## src/hw/rtl/ffmta_pkg.sv

```systemverilog
`default_nettype none

package ffmta_pkg;

  localparam int CAP_W  = 30;
  localparam int SLOT_W = 10;

  localparam logic OP_LOAD    = 1'b0;
  localparam logic OP_REQUEST = 1'b1;

  // Exactly one of these is raised in any cycle, or none.
  typedef struct packed {
    logic clr_wr;
    logic capture;
    logic check;
    logic desc;
    logic leaf;
    logic load_wr;
    logic up;
    logic emit;
  } ffmta_cmd_t;

  typedef struct packed {
    logic item_op;
    logic op;
    logic slot_ok;
    logic root_ok;
    logic desc_leaf;
    logic up_last;
    logic clr_last;
    logic out_free;
  } ffmta_status_t;

endpackage

`default_nettype wire

```

## src/hw/rtl/ffmta_ctrl.sv

```systemverilog
`default_nettype none

module ffmta_ctrl (
  input  logic                     clk,
  input  logic                     rst,
  input  logic                     item_valid,
  output logic                     item_stall,
  input  ffmta_pkg::ffmta_status_t status,
  output ffmta_pkg::ffmta_cmd_t    cmd
);
  import ffmta_pkg::*;

  typedef enum logic [7:0] {
    ST_CLEAR = 8'b0000_0001,
    ST_IDLE  = 8'b0000_0010,
    ST_LOAD  = 8'b0000_0100,
    ST_CHECK = 8'b0000_1000,
    ST_DESC  = 8'b0001_0000,
    ST_LEAF  = 8'b0010_0000,
    ST_UP    = 8'b0100_0000,
    ST_DONE  = 8'b1000_0000
  } state_t;

  state_t state;
  state_t state_next;

  always_ff @(posedge clk) begin
    if (rst) begin
      state <= ST_CLEAR;
    end else begin
      state <= state_next;
    end
  end

  always_comb begin
    state_next = state;
    cmd        = '0;
    item_stall = 1'b1;
    case (state)
      ST_CLEAR: begin
        cmd.clr_wr = 1'b1;
        if (status.clr_last) begin
          state_next = ST_IDLE;
        end
      end
      ST_IDLE: begin
        item_stall = 1'b0;
        if (item_valid) begin
          cmd.capture = 1'b1;
          state_next  = (status.item_op == OP_REQUEST) ? ST_CHECK : ST_LOAD;
        end
      end
      ST_LOAD: begin
        // A load beyond the last slot is dropped without touching the tree.
        if (status.slot_ok) begin
          cmd.load_wr = 1'b1;
          state_next  = ST_UP;
        end else begin
          state_next = ST_IDLE;
        end
      end
      ST_CHECK: begin
        cmd.check  = 1'b1;
        state_next = status.root_ok ? ST_DESC : ST_DONE;
      end
      ST_DESC: begin
        cmd.desc = 1'b1;
        if (status.desc_leaf) begin
          state_next = ST_LEAF;
        end
      end
      ST_LEAF: begin
        cmd.leaf   = 1'b1;
        state_next = ST_UP;
      end
      ST_UP: begin
        cmd.up = 1'b1;
        if (status.up_last) begin
          state_next = (status.op == OP_REQUEST) ? ST_DONE : ST_IDLE;
        end
      end
      ST_DONE: begin
        if (status.out_free) begin
          cmd.emit   = 1'b1;
          state_next = ST_IDLE;
        end
      end
      default: begin
        state_next = ST_IDLE;
      end
    endcase
  end

endmodule

`default_nettype wire

```

## config.mk

```make
export PLATFORM = sky130hd
export DESIGN_NAME = ffmta_ctrl
export DESIGN_NICKNAME = d
export VERILOG_FILES = /design/src/hw/rtl/ffmta_pkg.sv /design/src/hw/rtl/ffmta_ctrl.sv
export SDC_FILE = /design/constraint.sdc
export NUM_CORES = 1
export LEC_CHECK = 0
export BUFFER_PORTS_ARGS = -buffer_cell sky130_fd_sc_hd__buf_2
export CORE_AREA = 2 2 39 41
export DETAILED_ROUTE_END_ITERATION = 8
export DIE_AREA = 0 0 41 43
export PLACE_DENSITY = 0.67
export SYNTH_ARGS = -nofsm -noshare
export SYNTH_HDL_FRONTEND = slang
export SYNTH_SLANG_ARGS = --single-unit
```

## constraint.sdc

```tcl
create_clock -name clk -period 1.5 [get_ports clk]
set_input_delay 0.15 -clock clk [delete_from_list [all_inputs] [get_ports clk]]
set_output_delay 0.15 -clock clk [all_outputs]
set_load 0.02 [all_outputs]
```

==> results.json, run 1 <==
{
  "status": "finished, violations left",
  "violations": "negative setup slack",
  "critical-path-max-stage-delay_ns": 0.36,
  "cap_violations": 0,
  "min-delay-start": "status[7]",
  "fin_nets": 120,
  "io-pin-count": 20,
  "hold_path.class": "in -> reg",
  "crit_chain": "nor4_4 > buf_4 > nand4b_4 > buf_6 > o221ai_4 > mux2i_1 > nor2_1",
  "route.detailed.drc": 0,
  "grt_pass1_wl_um": 2830,
  "tightest_slew_ns": 0.355,
  "routed_via_density": 5.37,
  "synth_cell_types": 27,
  "yosysWarningCount": 0,
  "layout_commonest_cell": "buf_4",
  "post-place-cells": 106,
  "clkTransAtPathRegs_ns": 0.07,
  "ys_seq_area_frac": 0.308,
  "period_minus_slack_ns": 1.77,
  "finalMaxSlewViolations": 0,
  "die_x_um": 41,
  "rows": 14,
  "portBuffers": 19,
  "clockRootBuffer": "clkbuf_4",
  "r2r_start": "state[1]$_SDFFE_PP0P_",
  "finalClockSkew_ns": 0.0155,
  "areaGrowthSynthToFinish_pct": 93.3,
  "cp.arrival_ns": 1.92,
  "rsz0062_at_grt": "yes",
  "die_area_um2": 1760,
  "drt_iter0_markers": 9,
  "die_h_um": 43,
  "syn_area_per_cell_um2": 8.82,
  "start_util": 0.376,
  "multi_input_area_um2": 402,
  "required_ns": 1.65,
  "first_pass_iters": 4,
  "core_um2": 1380,
  "startpoint_type": "flop",
  "critPathSlowestCell": "dfxtp_4",
  "synth-seq-cells": 8,
  "routed-via-count": 666,
  "cp_max_fo": 3,
  "largest_register_ffs": 8,
  "rr_endpoint": "state[7]$_SDFFE_PP0P_",
  "hold_buffers": 0,
  "p_leak_uw": 0.000492,
  "period_share": 1.18,
  "rr_worst_depth": 7,
  "grt_max_degree": 8,
  "setup_slack_ns": -0.266,
  "grt.total_usage": 0.240,
  "h-tree-depth": 1,
  "area.sequential_um2": 174,
  "setup_viol": 16,
  "finalHoldViolCount": 0,
  "relSlewSlack": 0.762,
  "drive_above_1_share": 0.648,
  "hold_end": "state[2]$_SDFFE_PP0P_",
  "critPathKind": "reg -> reg",
  "regMostFlops": "state",
  "final.setup.tns_ns": -2.55,
  "clockBufferDepth": 2,
  "syn-num-nets": 70,
  "syn_area_um2": 520,
  "fmax_mhz": 566,
  "gp_congestion": 0.799,
  "power.density_nw_per_um2": 596,
  "grt_overflow": 0,
  "wl_per_cell_um": 15.2,
  "clock_sinks": 8,
  "first_global_vias": 640,
  "cts_tree": "yes",
  "antenna_found_initial": 0,
  "endpoint_kind": "flop",
  "wl_um": 1880,
  "reg2reg_slack_ns": -0.27,
  "vdd_drop_max_mv": 0.403,
  "diodes": 0,
  "reg.largest.list": "state (8)",
  "clk_latency_ns": 0.26,
  "hold_depth": 2,
  "hpwl_um": 1170,
  "fin_cells": 124,
  "num-fill-cells": 103,
  "post-route-util": 0.727,
  "netlist_instances": 59,
  "final_cell_mix": "buf_4, buf_6, buf_2",
  "numCtsBuffers": 3,
  "ant_nets": 0,
  "post-place-ws_ns": -0.115,
  "whs_ns": 0.0827
}
## worst max path at each step
stage | from | endpoint | slack [ns] | cells after the start
after floorplan | state[4]$_SDFFE_PP0P_ | state[1]$_SDFFE_PP0P_ | -0.03 | 5
after global placement | state[2]$_SDFFE_PP0P_ | state[7]$_SDFFE_PP0P_ | -0.11 | 5
after detailed placement | state[2]$_SDFFE_PP0P_ | state[7]$_SDFFE_PP0P_ | -0.12 | 5
after CTS | state[1]$_SDFFE_PP0P_ | cmd[2] | -0.27 | 5
after global routing | state[1]$_SDFFE_PP0P_ | state[7]$_SDFFE_PP0P_ | -0.32 | 7
final | state[1]$_SDFFE_PP0P_ | state[7]$_SDFFE_PP0P_ | -0.27 | 7
## critical path: cells and delay by family (launching register included)
kind	cells	cell delay [ns]
compound gates	1	0.23
buf+inv	2	0.35
flops	1	0.36
mux	1	0.22
simple gates	3	0.50
## routing by layer
metal,GRT usage,vias to the layer above,part of all wire
li1,-,321,-
met4,0.0600,0,0.021
met2,0.394,30,0.52
met3,0.0366,4,0.048
met5,0,-,0
met1,0.313,311,0.41
## layout make-up
class,count,share of cell area
Clock buffer,4,0.0261
Inverter,7,0.0261
Multi-Input combinational cell,44,0.399
Sequential cell,8,0.173
Tap cell,16,0.0199
Timing Repair Buffer,45,0.356
## repair_timing
| action | 4_1_cts | 5_1_grt |
|---|---|---|
| buffers inserted | 10 | 4 |
| gates resized for setup | 33 | 5 |
| setup endpoints to repair | 15 | 16 |
| pin swaps | 15 | 6 |
## through the flow
| stage | total power, uW | area, um2 |
|---|---|---|
| 6_report | 600 | 1010 |
| 5_1_grt | 625 | 1010 |
| 4_1_cts | 581 | 958 |
| 3_5_place_dp | 368 | 759 |
| 3_3_place_gp | 366 | 759 |
| 2_1_floorplan | 309 | 554 |
## logic make-up (layout without fill, tap and decap cells)
group | Yosys count | after routing | share of synthesized area
mux | 1 | 1 | 0.0192
flops | 8 | 8 | 0.308
compound gates | 9 | 9 | 0.166
buf+inv | 7 | 56 | 0.0505
simple gates | 34 | 34 | 0.457
## cells in the mapped netlist, drive strengths merged
cell type | instances | share of area
a21o | 1 | 0.014
a21oi | 1 | 0.0096
a221oi | 1 | 0.017
a22oi | 1 | 0.014
a31oi | 1 | 0.012
and2 | 1 | 0.012
and4b | 2 | 0.038
dfxtp | 8 | 0.31
inv | 7 | 0.050
mux2i | 1 | 0.019
nand2 | 2 | 0.014
nand2b | 2 | 0.024
nand4 | 1 | 0.012
nand4b | 4 | 0.096
nor2 | 11 | 0.079
nor3 | 2 | 0.019
nor3b | 3 | 0.043
nor4 | 3 | 0.077
nor4b | 1 | 0.017
o211ai | 1 | 0.014
o221ai | 1 | 0.050
o22a | 1 | 0.017
o32ai | 1 | 0.017
or3 | 2 | 0.024
## power breakdown
group          internal (uW)  leakage (uW)  total (uW)  switching (uW)
sequential               219     0.0000678         229            9.83
combinational           96.8      0.000409         188            91.0
clock                    102     0.0000150         183            81.2
total                    417      0.000492         600             182
(Power assumes the default switching activity.)
==> run 2, diff against run 1 <==
==> constraint.sdc (replaced) <==
create_clock -name clk -period 1.5 [get_ports clk]
set_input_delay 0.3 -clock clk [delete_from_list [all_inputs] [get_ports clk]]
set_output_delay 0.3 -clock clk [all_outputs]
set_load 0.02 [all_outputs]
==> run 2 against run 1 <==
Effect of this change: the flow still finishes with violations (negative setup slack); via count down 0.75%; die area unchanged; register-to-register slack better by 0.07 ns; sequential share of layout area up 0.097 points; critical path depth down 3; global-route usage down 2.2 points; sequential cell count unchanged; routed wire length down 1.6%; maximum frequency about the same; largest cell class unchanged; highest routed layer unchanged.
==> results.json, run 2 (synthesis results as in run 1) <==
{
  "status": "finished, violations left",
  "violations": "negative setup slack",
  "core_um2": 1380,
  "stdcell_area_um2": 1010,
  "power.density_nw_per_um2": 569,
  "period_minus_slack_ns": 1.77,
  "min-delay-start": "status[7]",
  "wl_per_cell_um": 15.0,
  "final_cell_mix": "buf_4, buf_6, buf_2",
  "critPathSlowestCell": "dfxtp_2",
  "clkTransAtPathRegs_ns": 0.05,
  "rsz0062_at_grt": "yes",
  "areaGrowthSynthToFinish_pct": 95.0,
  "first_pass_iters": 4,
  "hold_depth": 2,
  "cap_violations": 0,
  "hold_path.class": "in -> reg",
  "required_ns": 1.20,
  "drive_above_1_share": 0.664,
  "hpwl_um": 1260,
  "finalMaxSlewViolations": 0,
  "routed_via_density": 5.37,
  "ant_nets": 0,
  "setup_viol": 15,
  "reg.largest.list": "state (8)",
  "grt_pass1_wl_um": 2540,
  "regMostFlops": "state",
  "layout_commonest_cell": "buf_4",
  "p_leak_uw": 0.000502,
  "post_dp_cell_area_um2": 798,
  "r2r_start": "state[0]$_SDFFE_PP1P_",
  "tightest_slew_ns": 0.325,
  "period_share": 1.18,
  "finalHoldViolCount": 0,
  "setup_slack_ns": -0.268,
  "start_util": 0.376,
  "reg2reg_slack_ns": -0.20,
  "clk_latency_ns": 0.25,
  "rr_worst_depth": 7,
  "gp_congestion": 0.770,
  "numCtsBuffers": 3,
  "relSlewSlack": 0.782,
  "hold_end": "state[2]$_SDFFE_PP0P_",
  "die_area_um2": 1760,
  "cp.arrival_ns": 1.47,
  "largest_register_ffs": 8,
  "cts_tree": "yes",
  "crit_chain": "nor4_4 > buf_4 > and4b_1 > buf_6",
  "power_uw": 578,
  "vdd_drop_max_mv": 0.449,
  "finalClockSkew_ns": 0.00143,
  "h-tree-depth": 1,
  "grt.total_usage": 0.218,
  "startpoint_type": "flop",
  "rr_endpoint": "state[7]$_SDFFE_PP0P_",
  "diodes": 0,
  "fmax_mhz": 566,
  "endpoint_kind": "output pin",
  "clockBufferDepth": 2,
  "drt_iter0_markers": 11,
  "die_h_um": 43,
  "clockRootBuffer": "clkbuf_4",
  "wl_um": 1850,
  "critical-path-max-stage-delay_ns": 0.33,
  "first_global_vias": 613,
  "fin_nets": 120,
  "critPathKind": "reg -> out",
  "grt_overflow": 0,
  "cp_max_fo": 4,
  "portBuffers": 19,
  "rows": 14,
  "route.detailed.drc": 0,
  "clock_sinks": 8,
  "antenna_found_initial": 0,
  "grt_max_degree": 8,
  "routed-via-count": 661,
  "io-pin-count": 20,
  "die_x_um": 41
}
[run 2: worst max-delay path: cells and delay by family (launching register included)]
family,cells,cell delay [ns]
and+or+nand+nor,2,0.56
DFF,1,0.33
buffers and inverters,2,0.33
[run 2: worst max path at each step]
stage                     cells after the start                     to                   from
after floorplan                               3                 cmd[6]  state[5]$_SDFFE_PP0P_
after global placement                        7  state[1]$_SDFFE_PP0P_  state[6]$_SDFFE_PP0P_
after detailed placement                      7  state[1]$_SDFFE_PP0P_  state[6]$_SDFFE_PP0P_
after CTS                                     5                 cmd[2]  state[1]$_SDFFE_PP0P_
after global routing                          5                 cmd[6]  state[4]$_SDFFE_PP0P_
final                                         4                 cmd[3]  state[0]$_SDFFE_PP1P_
[run 2: repair_timing]
action,CTS,global route
hold buffers,0,0
pin swaps,17,7
endpoints found under the setup margin,15,16
resized for setup,32,6
buffers inserted,8,3
gates cloned,0,0
endpoints found under the hold margin,0,0
[run 2: power by group]
part	total, uW	internal (uW)	switching (uW)	leakage [uW]
Sequential	227	218	8.81	0.0000688
Combinational	195	101	94.6	0.000419
Clock	155	90.9	64.3	0.0000138
[run 2: routing by layer]
metal / GRT usage / vias to the layer above / share of wire / wire length (um)
li1: - / 320 / - / -
met1: 0.250 / 318 / 0.40 / 738
met2: 0.378 / 19 / 0.54 / 1000
met3: 0.0157 / 4 / 0.042 / 78
met4: 0.100 / 0 / 0.017 / 31
met5: 0 / - / 0 / 0
[run 2: final cells by class]
class | instances | area [um2]
clock buffer | 3 | 22.5
fill | 114 | 369
inverter | 7 | 26.3
multi-input combinational | 44 | 408
sequential | 8 | 176
tap | 16 | 20.0
timing repair buffer | 45 | 362
[run 2: through the flow]
| step | utilization | setup slack, ns | hold WS (ns) | std cells | TNS, ns |
|---|---|---|---|---|---|
| 2_1_floorplan | - | -0.134 | 0.365 | 59 | -0.300 |
| 3_3_place_gp | 0.577 | -0.107 | 0.475 | 111 | -0.484 |
| 3_5_place_dp | 0.577 | -0.116 | 0.480 | 111 | -0.800 |
| 4_1_cts | 0.703 | -0.287 | 0.218 | 121 | -2.61 |
| 5_1_grt | 0.733 | -0.330 | 0.242 | 123 | -3.52 |
| 6_report | 0.733 | -0.268 | 0.243 | 123 | -2.64 |
==> run 3, diff against run 2 <==
ABC_AREA = 1   (was not set)
CORE_AREA = not set   (was 2 2 39 41)
CORE_UTILIZATION = 44   (was not set)
CTS_CLUSTER_SIZE = 20   (was not set)
DIE_AREA = not set   (was 0 0 41 43)
PLACE_DENSITY = 0.7   (was 0.67)
==> run 3 against run 2 <==
Effect of this change: the run still ends with negative setup slack left; worst setup slack gained 0.22 ns; core utilization is 5.5 points lower; via count up 8.2%; non-clock buffer count is 24 lower; synthesized cell count is 83% higher; routed wire length fell by 13%; largest power group is now combinational logic.
==> results.json, run 3 <==
{
  "clockBufferDepth": 2,
  "hold_end": "state[3]$_SDFFE_PP0P_",
  "hpwl_um": 1210,
  "clock_sinks": 8,
  "stdcell_area_um2": 927,
  "wl_per_cell_um": 11.0,
  "largest_register_ffs": 8,
  "hold_depth": 2,
  "syn_area_per_cell_um2": 6.30,
  "period_minus_slack_ns": 1.54,
  "power_frac_clock": 0.205,
  "cts_tree": "yes",
  "yosys_most_used_dff": "dfxtp_1",
  "syn-num-nets": 119,
  "setup_viol": 2,
  "busiest_layer": "met2",
  "grt_pass1_wl_um": 2340,
  "setup_slack_ns": -0.0441,
  "p_leak_uw": 0.000482,
  "grt_max_degree": 8,
  "start_util": 0.498,
  "rr_worst_depth": 9,
  "syn_area_um2": 681,
  "num-fill-cells": 122,
  "period_share": 1.03,
  "yosysWarningCount": 0,
  "yosysMostFrequentCell": "inv_1",
  "cp_max_fo": 6,
  "reg2reg_slack_ns": 0.17,
  "critPathSlowestCell": "dfxtp_2",
  "relSlewSlack": 0.837,
  "grt_overflow": 0,
  "crit_chain": "nor2_4 > nand2_4 > nor2_4 > inv_2 > nor2_1 > buf_4",
  "routed_via_density": 4.86,
  "area.sequential_um2": 174,
  "synth-seq-cells": 8,
  "cap_violations": 0,
  "r2r_start": "state[2]$_SDFFE_PP0P_",
  "die_area_um2": 1710,
  "ys_seq_area_frac": 0.235,
  "synth_cell_types": 17,
  "finalMaxSlewViolations": 0,
  "gr-usage-met1": 0.275,
  "reg.largest.list": "state (8)",
  "fmax_mhz": 648,
  "first_pass_iters": 4,
  "drt_iter0_markers": 14,
  "netlist_instances": 108,
  "route.detailed.drc": 0,
  "finalHoldViolCount": 0,
  "whs_ns": 0.222,
  "endpoint_kind": "output pin",
  "grt.total_usage": 0.208,
  "grtUsageMet2": 0.340,
  "regMostFlops": "state",
  "io-pin-count": 20,
  "yosys.area.top_type_share": 0.235,
  "h-tree-depth": 1,
  "clockRootBuffer": "clkbuf_4",
  "diodes": 0,
  "fin_nets": 145,
  "power_frac_seq": 0.338,
  "areaGrowthSynthToFinish_pct": 36.2,
  "async_flop_share": 0,
  "fin_cells": 147,
  "synth_edf_count": 0,
  "wl_um": 1610,
  "critPathKind": "reg -> out",
  "routed-via-count": 715,
  "die_x_um": 41.3,
  "critical-path-max-stage-delay_ns": 0.35,
  "multi_input_area_um2": 484,
  "ys_top_cells_by_area": "dfxtp_1, inv_1, nor2_1",
  "synth_top_cell_by_area": "dfxtp_1",
  "rows": 13,
  "drive_above_1_share": 0.477,
  "sw_frac_of_total": 0.425,
  "ant_nets": 0,
  "p_sw_uw": 339,
  "power_uw": 797,
  "required_ns": 1.20,
  "power.internal_uw": 458,
  "hold_path.class": "in -> reg",
  "vdd_drop_max_mv": 0.685,
  "cp.arrival_ns": 1.24,
  "gp_congestion": 0.814,
  "post-place-cells": 143,
  "portBuffers": 19,
  "status": "finished, violations left",
  "finalClockSkew_ns": 0.00229,
  "clkTransAtPathRegs_ns": 0.06,
  "final_cell_mix": "inv_1, nor2_1, nand2_1",
  "core_um2": 1370,
  "startpoint_type": "flop",
  "clk_latency_ns": 0.25,
  "violations": "negative setup slack",
  "numCtsBuffers": 3,
  "tightest_slew_ns": 0.245,
  "power.density_nw_per_um2": 860,
  "min-delay-start": "rst",
  "rr_endpoint": "state[1]$_SDFFE_PP0P_",
  "post_dp_cell_area_um2": 802,
  "cp_common_cell": "nor2_4",
  "final.setup.tns_ns": -0.0753,
  "grt_util_met3": 0.0479,
  "antenna_found_initial": 0,
  "rsz0062_at_grt": "yes",
  "combPwrFrac": 0.457,
  "die_h_um": 41.3,
  "first_global_vias": 571,
  "synth_commonest_cells": "inv_1, nor2_1, nand2_1, nand3_1, dfxtp_1"
}
-- run 3: cell types whose count changed in the layout (fill, tap and decap cells not counted), sizes merged, moves of 2 or more --
cell,change
buf,-24
nand3,+13
or3,-2
nor3b,-3
nor4,-2
nand4b,-4
nand2,+24
inv,+18
and4b,-2
o21bai,+2
nand2b,-2
nor2,+17
-- run 3: how the worst max path moves through the flow --
stage | cells past startpoint | from | slack [ns] | endpoint
3_5_place_dp | 6 | state[4]$_SDFFE_PP0P_ | 0.14 | cmd[6]
6_report | 6 | state[6]$_SDFFE_PP0P_ | -0.04 | cmd[6]
4_1_cts | 6 | state[7]$_SDFFE_PP0P_ | -0.05 | cmd[6]
3_3_place_gp | 6 | state[4]$_SDFFE_PP0P_ | 0.18 | cmd[6]
2_1_floorplan | 3 | state[2]$_SDFFE_PP0P_ | 0.02 | cmd[0]
5_1_grt | 6 | state[6]$_SDFFE_PP0P_ | -0.11 | cmd[6]
-- run 3: what timing repair did --
action | in CTS | in global routing
hold endpoints to repair | 0 | 0
resized for setup | 18 | 15
setup endpoints to repair | 9 | 9
pin swaps | 5 | 5
hold buffers | 0 | 0
setup buffers | 0 | 1
-- run 3: power by group through the flow --
stage / clock network (uW) / registers, uW / logic (uW)
floorplan: 0 / 260 / 258
global placement: 0 / 264 / 326
detailed placement: 0 / 265 / 329
CTS: 161 / 267 / 345
global route: 176 / 273 / 398
finish: 163 / 270 / 364
-- run 3: critical path: cells and delay by family (launching register included) --
family                 cells  cell delay [ns]
and+or+nand+nor            4             0.46
DFF                        1             0.35
buffers and inverters      2             0.19
-- run 3: layout make-up --
cell class | count | share of cell area
well taps | 15 | 0.0202
clock buffers | 3 | 0.0243
repair buffers | 21 | 0.142
multi-input cells | 75 | 0.522
inverters | 25 | 0.104
flip-flops and latches | 8 | 0.188
-- run 3: per-layer routing --
layer / vias up / routed length, um
met4: 0 / 6
met1: 312 / 730
met5: - / 0
met2: 27 / 769
met3: 2 / 108
li1: 374 / -
-- run 3: logic make-up after synthesis --
| kind of cell | after synthesis | synth area share |
|---|---|---|
| and+or+nand+nor | 72 | 0.597 |
| buffers and inverters | 25 | 0.138 |
| DFF | 8 | 0.235 |
| AOI/OAI and AO/OA | 3 | 0.0294 |
-- run 3: stage by stage --
step	utilization	setup slack, ns
2_1_floorplan	-	0.0208
3_3_place_gp	0.587	0.177
3_5_place_dp	0.587	0.140
4_1_cts	0.638	-0.0482
5_1_grt	0.679	-0.110
6_report	0.679	-0.0441
